`src/rtl/core/ffa_ram.sv`:
```
// Generic single-port-write, single-read RAM with registered read data.
// No dependencies.
`default_nettype none
module ffa_ram #(
   parameter int Width = 8,
   parameter int Depth = 16
) (
   input  wire logic                     clock,
   input  wire logic                     wr_en,
   input  wire logic [$clog2(Depth)-1:0] wr_addr,
   input  wire logic [Width-1:0]         wr_data,
   input  wire logic [$clog2(Depth)-1:0] rd_addr,
   output logic      [Width-1:0]         rd_data
);
   logic [Width-1:0] mem [Depth];

   // Write and registered read
   always_ff @(posedge clock) begin
      if (wr_en) begin
         mem[wr_addr] <= wr_data;
      end
      rd_data <= mem[rd_addr];
   end
endmodule
`default_nettype wire

```
`config.mk`:
```
export PLATFORM = sky130hd
export DESIGN_NAME = ffa_ram
export DESIGN_NICKNAME = d
export VERILOG_FILES = /design/src/rtl/core/ffa_ram.sv
export SDC_FILE = /design/constraint.sdc
export NUM_CORES = 1
export LEC_CHECK = 0
export BUFFER_PORTS_ARGS = -buffer_cell sky130_fd_sc_hd__buf_4
export CORE_AREA = 2 2 103 105
export CTS_CLUSTER_SIZE = 14
export DETAILED_ROUTE_END_ITERATION = 12
export DIE_AREA = 0 0 105 107
export HOLD_SLACK_MARGIN = 0.1
export PLACE_DENSITY_LB_ADDON = 0.08
export SLEW_MARGIN = 20
export SYNTH_ARGS = -nofsm -noshare
export SYNTH_HDL_FRONTEND = slang
export SYNTH_SLANG_ARGS = --single-unit
```
`constraint.sdc`:
```
create_clock -name clock -period 1.8 [get_ports clock]
set_input_delay 0.18 -clock clock [delete_from_list [all_inputs] [get_ports clock]]
set_output_delay 0.18 -clock clock [all_outputs]
set_load 0.005 [all_outputs]
```
# [Yosys cells after proc, flatten, opt, wreduce, memory -nomap -nowiden]
# Memory sizes are Yosys's and may differ from the RTL's. A register that Yosys moved wholly into a read port is not among the register bits.
# Index checks and enable logic that the tools add are counted.
[totals] elab_cells=3 output_inout_bits=8 reg_bits=0 memories=1 inputBits=18 ramBits=128
[classes] n_mux=2
[mem_list] memory="mem" words=16 word_bits=8 rd=1 rd_clocked_by_memory_dff=1 write_ports=1 line_no="15" source="logic [Width-1:0] mem [Depth];"
[op_table] op="two-way mux 1 bit" n=2

# [Logic depth before layout (Yosys ltp)]
# Gate-level depths: netlist of run 1.
[depth] word_depth=2 depth_mapped=5 depth_no_buf=3

# [Worst setup path after synthesis of run 1]
# No wires, ideal clock.
[synth_path] kind="input port to flip-flop" start="input port wr_addr[2]" end="memory mem[0][0], enable pin" setup_time_ns=0.383 path_slack_ns=0.127 arrival_time_ns=1.290 stages=2 n_path_buf=0 cell_sequence="or3b_2 > nor3_1"
[synth_rtl] element="start: declaration" line_no="10" source="input wire logic [$clog2(Depth)-1:0] wr_addr,"
[synth_rtl] element="end: declaration" line_no="15"
# Straight into the memory's write port.

==> results.md, run 1 <==
- Status: finished, final reports clean
- Share of layout cells above drive strength 1: 32.6%
- Flop-to-flop setup slack: 0.43 ns
- PortBufs: 25
- TritonCTS buffer count: 17
- CP cell instances: mux4_2 > a22oi_1 > nand2_1
- Hpwl dp: 6.41 mm
- Register-to-Register Path Depth: 3
- DR vias: 2,505
- Pins over their slew limit: 0
- Layout Utilization: 62.5%
- Vias in the first global route: 2,523
- Global-route wire length before repair: 15.2 mm
- Max incr delay on CP: 0.47 ns
- Post-Synth Adder-Cell Area: 0%
- Worst-Margin Slew: 0.456 ns
- DR DRC count: 0
- Worst VDD drop: 0.000669 V
- DR iter-0 viols: 193
- RSZ-0062 raised after global routing: no
- Routed Antenna Nets: 0
- Placed Area: 5640 µm²
- Area leader, netlist: edfxtp_1
- Worst reg2reg startpoint: mem[11][7]
- Root Driver: clkbuf_8
- Synth-to-Final Area Change: 22.6%
- Largest family of logic cells by synthesized area: multiplexers
- Setup Viol. Count Final: 0
- Fillers: 732
- Syn Area/Cell: 22.5 µm²
- Initial core utilization: 51.0%
- Yosys warns: 0
- Final period utilization: 75.9%
- Lkg Pwr: 0.00218 µW
- Htree depth: 4
- Net Count, Synth: 247
- Overall power: 7320 µW
- Crit-path max FO: 1
- Crit end category: register
- WHS Path Cells: 3
- Clk_lat worst skew: 0.50 ns
- R2r endpoint: rd_data[7]
- Clk buf depth: 2
- Fin area: 6310 µm²
- Synth Area in Compound Gates: 2.33%
- Sequential share of the synthesized area: 77.8%
- PwrDens: 1160 nW/µm²
- CP max stage cell: mux4_2
- Post-CTS Hold Fix Bufs: 8
- Async SR Flop Fraction: 0%
- Most frequent cell after synthesis: edfxtp_1
- Largest net degree at the start of global routing: 17
- Post-CTS setup buffer count: 0
- Antenna Cells: 0
- Post-DR vias/cell: 5.62
- EDFF count, synth: 128
- Initial antenna violation count: 0
- Cell family with most CP delay: multiplexers
- Wirelength per Cell: 22.4 µm
- Synthesized area: 5150 µm²
- CP Class: register to register
- CTS tree: yes
- Global-route usage over all layers: 19.5%
- Hold Startpoint: wr_addr[0]
- Final WL: 9.99 mm
- Die X: 105 µm
- Routability Congestion: 0.710
- CTS resizes: 0
- Synth unique cells: 19
- Tmin final: 1.37 ns
- #FFs+latches synth: 136
- Most instantiated cells after synthesis: edfxtp_1 (128), mux4_2 (18), a22oi_1 (16)
- Ports: 26
- GR Overflow Total: 0
- Die H: 107 µm
- CTS Sinks: 136
- Hold Path Class: input port to register
- Synth Area in XOR/XNOR: 0%
- Worst Skew: 0.0122 ns
- Clock transition at path regs: 0.07 ns
- Simple-Gate Fraction of Synth Area: 3.18%
- Mapped Cells: 229
- Core area: 10,100 µm²
- Post-synthesis mux area share: 15.0%
- Max Cap Viol: 0
- Prevailing post-synth register cell: edfxtp_1
- Slew HR: 69.6%
- Fin. Hold Viols: 0
- Die area: 11,200 µm²
- Data required, critical path: 2.18 ns
- Max Clock Freq: 0.732 GHz
- Synth top area cells: edfxtp_1 (75%), mux4_2 (7.9%), mux4_1 (7.1%)
- Worst EP arrival: 1.74 ns
- TNS Setup: 0 ns
- Worst hold endpoint: mem[8][0]
- CP startpoint kind: register
- Worst path bufs/invs: 0
- Synth top area share: 74.7%
- Iteration count of the initial detailed-routing pass: 5
- Num rows: 37
- Fin nets: 315
layout by cell type, fill, tap and decap left out, types with 3 or more instances in the layout:
cell           instances
buf_4                 49
mux4_2                18
bufinv_16              3
clkinv_2               3
inv_6                  3
edfxtp_1             128
nand2_1                9
dlygate4sd3_1          8
nor2_1                13
dfxtp_1                8
nor3_1                 4
mux4_1                14
a22oi_1               16
clkinv_4               3
clkbuf_16             16
through the flow:
stage | worst slack [ns] | std cells | hold WS (ns)
floorplan | 0.127 | 229 | 0.279
global placement | 0.177 | 406 | 0.489
detailed placement | 0.163 | 406 | 0.491
CTS | 0.381 | 446 | 0.169
global route | 0.342 | 446 | 0.204
finish | 0.434 | 446 | 0.194
worst register-to-register path: stages (launching register included):
cell,delay [ns]
edfxtp_1,0.36
mux4_2,0.47
a22oi_1,0.30
nand2_1,0.10
metal layers:
| layer | vias up | share of wire (%) | GRT usage [%] |
|---|---|---|---|
| met5 | - | 0 | 0 |
| met4 | 0 | 0.55 | 5.71 |
| met3 | 4 | 4.8 | 5.11 |
| li1 | 1114 | - | - |
| met1 | 1306 | 46 | 27.8 |
| met2 | 81 | 49 | 30.1 |
final cells by class:
| class | instances | area (µm²) | share of cell area [%] |
|---|---|---|---|
| clock buffer | 18 | 418 | 6.62 |
| clock inverter | 14 | 173 | 2.74 |
| multi-input combinational | 83 | 1060 | 16.8 |
| sequential | 136 | 4000 | 63.5 |
| tap | 136 | 170 | 2.70 |
| timing repair buffer | 59 | 488 | 7.73 |
kinds of logic after synthesis:
logic type | Yosys count
AOI/OAI and AO/OA | 16
buffers and inverters | 10
DFF | 136
muxes | 32
and+or+nand+nor | 35
sequential cells by signal, indices dropped and copies added (netlist names):
signal   cells
rd_data      8
mem        128
where the power goes:
group,internal [µW],total (µW),switching [µW]
clock,2120,3390,1270
combinational,183,368,185
sequential,3540,3560,23.1
how the worst max path moves through the flow:
stage,slack [ns],cells after the start,startpoint,end
5_1_grt,0.34,3,mem[11][7],rd_data[7]
3_3_place_gp,0.18,5,rd_addr[0],rd_data[1]
4_1_cts,0.38,3,mem[11][7],rd_data[7]
3_5_place_dp,0.16,5,rd_addr[0],rd_data[3]
2_1_floorplan,0.13,2,wr_addr[2],mem[0][0]
6_report,0.43,3,mem[11][7],rd_data[7]
No activity file was read; power rests on OpenSTA's default activity.
==> run 2, diff against run 1 <==
==> constraint.sdc (replaced) <==
create_clock -name clock -period 1.4 [get_ports clock]
set_input_delay 0.14 -clock clock [delete_from_list [all_inputs] [get_ports clock]]
set_output_delay 0.14 -clock clock [all_outputs]
set_load 0.005 [all_outputs]
==> run 2 against run 1 <==
Sequential share of layout area is 0.21 points lower. Critical path type unchanged. Clock-buffer cell count grew 2. Largest power group unchanged. Clock skew down 0.0039 ns.
==> results.md, run 2 (synthesis gave the netlist of run 1 again) <==
- Most common cell after layout, fill and taps aside: edfxtp_1
- Hpwl dp: 6.17 mm (-3.7%)
- Max Clock Freq: 0.767 GHz (+4.8%)
- TritonCTS buffer count: 17 (unchanged)
- Worst-Margin Slew: 0.722 ns (+0.266 ns)
- Worst reg2reg startpoint: mem[11][6]
- Num rows: 37 (unchanged)
- Worst EP arrival: 1.69 ns (-0.05 ns)
- Root Driver: clkbuf_8
- Largest net degree at the start of global routing: 22 (+5)
- Switch share: 19.9% (-0.34 points)
- Cell family with most CP delay: multiplexers
- Antenna Cells: 0 (unchanged)
- Final WL: 9.66 mm (-3.3%)
- Vias in the first global route: 2,564 (+1.6%)
- Wirelength per Cell: 21.5 µm (-4.2%)
- Place WS: -0.135 ns (-0.298 ns)
- Ports: 26 (unchanged)
- DR vias: 2,468 (-1.5%)
- Post-DR vias/cell: 5.48 (-2.4%)
- RSZ-0062 raised after global routing: no
- Global-route usage over all layers: 19.0% (-0.46 points)
- Routed Antenna Nets: 0 (unchanged)
- CP startpoint kind: register
- CP cell instances: mux4_2 > a22oi_1 > nand2_1
- Pins over their slew limit: 0 (unchanged)
- Clock transition at path regs: 0.06 ns (about the same)
- Post-route setup slack: 0.0966 ns (-0.337 ns)
- Top reg by flops: mem
- Seq pwr share: 51.6% (+2.9 points)
- Data required, critical path: 1.79 ns (-0.39 ns)
- Slew HR: 51.7% (-18 points)
- Internal Power: 7120 µW (+22%)
- Crit end category: register
- Htree depth: 4 (unchanged)
- Share of layout cells above drive strength 1: 31.8% (-0.73 points)
- Largest registers: mem: 128 flops, rd_data: 8 flops
- CP max stage cell: mux4_2
- GR Overflow Total: 0 (unchanged)
- PortBufs: 25 (unchanged)
- Tmin final: 1.30 ns (-0.0625 ns)
- Max reg flops: 128 (unchanged)
- DR DRC count: 0 (unchanged)
- Die H: 107 µm (unchanged)
- Max Cap Viol: 0 (unchanged)
- CTS tree: yes
- Hold Path Class: input port to register
- Core area: 10,100 µm² (unchanged)
- Hold Startpoint: wr_addr[0]
- Crit-path max FO: 1 (unchanged)
- TNS Setup: 0 ns (unchanged)
- Die X: 105 µm (unchanged)
- Fin nets: 319 (+1.3%)
- P_sw: 1770 µW (+19%)
- Synth-to-Final Area Change: 23.0%
- Global-route wire length before repair: 14.9 mm (-2.4%)
- Clock power share: 42.8% (-3.5 points)
- Clk buf depth: 2 (unchanged)
- Iteration count of the initial detailed-routing pass: 4 (-1)
- Routability Congestion: 0.709 (-0.20%)
- Die area: 11,200 µm² (unchanged)
- CTS Sinks: 136 (unchanged)
- Worst VDD drop: 0.000982 V (+47%)
- Status: finished, final reports clean
- DR iter-0 viols: 147 (-24%)
- Post-CTS setup buffer count: 0 (unchanged)
- Max incr delay on CP: 0.47 ns (about the same)
- Worst Skew: 0.00834 ns (-0.00387 ns)
- Fin. Hold Viols: 0 (unchanged)
- Source of the critical timing path: mem[11][6]
- Worst path bufs/invs: 0 (unchanged)
- Initial core utilization: 51.0% (unchanged)
- Most frequent cells in the layout: edfxtp_1 (128), buf_4 (47), mux4_2 (18)
- Combinational share of power: 5.6% (+0.6 points)
- Initial antenna violation count: 0 (unchanged)
- Fillers: 745 (+1.8%)
- CP Class: register to register
- PwrDens: 1400 nW/µm² (+21%)
- Final period utilization: 93.1% (+17 points)
- Lkg Pwr: 0.00218 µW (+0.16%)
- Clk_lat worst skew: 0.51 ns (about the same)
- Setup Viol. Count Final: 0 (unchanged)
[run 2: timing repair]
action	in CTS	in global routing
setup endpoints to repair	0	3
hold buffers	9	0
resized for setup	0	2
endpoints found under the hold margin	129	0
[run 2: path summary, 6_finish.rpt]
path                     end  slack (ns)  cells past startpoint
setup / recovery  rd_data[6]         0.1                      3
hold / removal     mem[8][6]        0.16                      3
setup reg to reg  rd_data[6]         0.1                      3
hold reg to reg   rd_data[2]        0.67                      3
[run 2: worst register-to-register path, delay by kind of cell (launching register included)]
kind               cells  cell delay, ns
DFF                    1            0.36
and+or+nand+nor        1            0.08
AOI/OAI and AO/OA      1            0.28
muxes                  1            0.47
[run 2: per-layer routing]
layer | part of all wire (%) | global-route usage (%) | vias to the layer above
li1 | - | - | 1116
met1 | 42 | 23.9 | 1283
met2 | 54 | 31.9 | 64
met3 | 3.9 | 4.86 | 5
met4 | 0.59 | 7.71 | 0
met5 | 0 | 0 | -
[run 2: final cells by class]
cell class / count / area [µm²] / share of cell area [%]
clock inverters: 12 / 85.1 / 1.34
clock buffers: 20 / 425 / 6.72
flip-flops and latches: 136 / 4000 / 63.2
well taps: 136 / 170 / 2.69
multi-input cells: 83 / 1070 / 16.9
repair buffers: 63 / 579 / 9.15
[run 2: power groups by stage]
stage / registers, µW / clock network [µW] / logic (µW)
floorplan: 4660 / 0 / 231
global placement: 4660 / 0 / 474
detailed placement: 4670 / 0 / 479
CTS: 4580 / 3890 / 501
global route: 4590 / 4070 / 550
finish: 4580 / 3800 / 502
[run 2: metrics by stage]
| step | utilization [%] | instances | cell area, µm² | total power, µW | hold slack (ns) |
|---|---|---|---|---|---|
| final | 62.7 | 450 | 6330 | 8890 | 0.157 |
| after global routing | 62.7 | 450 | 6330 | 9210 | 0.142 |
| after CTS | 62.4 | 449 | 6300 | 8970 | 0.128 |
| after detailed placement | 56.4 | 408 | 5700 | 5140 | 0.451 |
| after global placement | 56.4 | 408 | 5700 | 5140 | 0.446 |
| after floorplan | - | 229 | 5150 | 4890 | 0.239 |
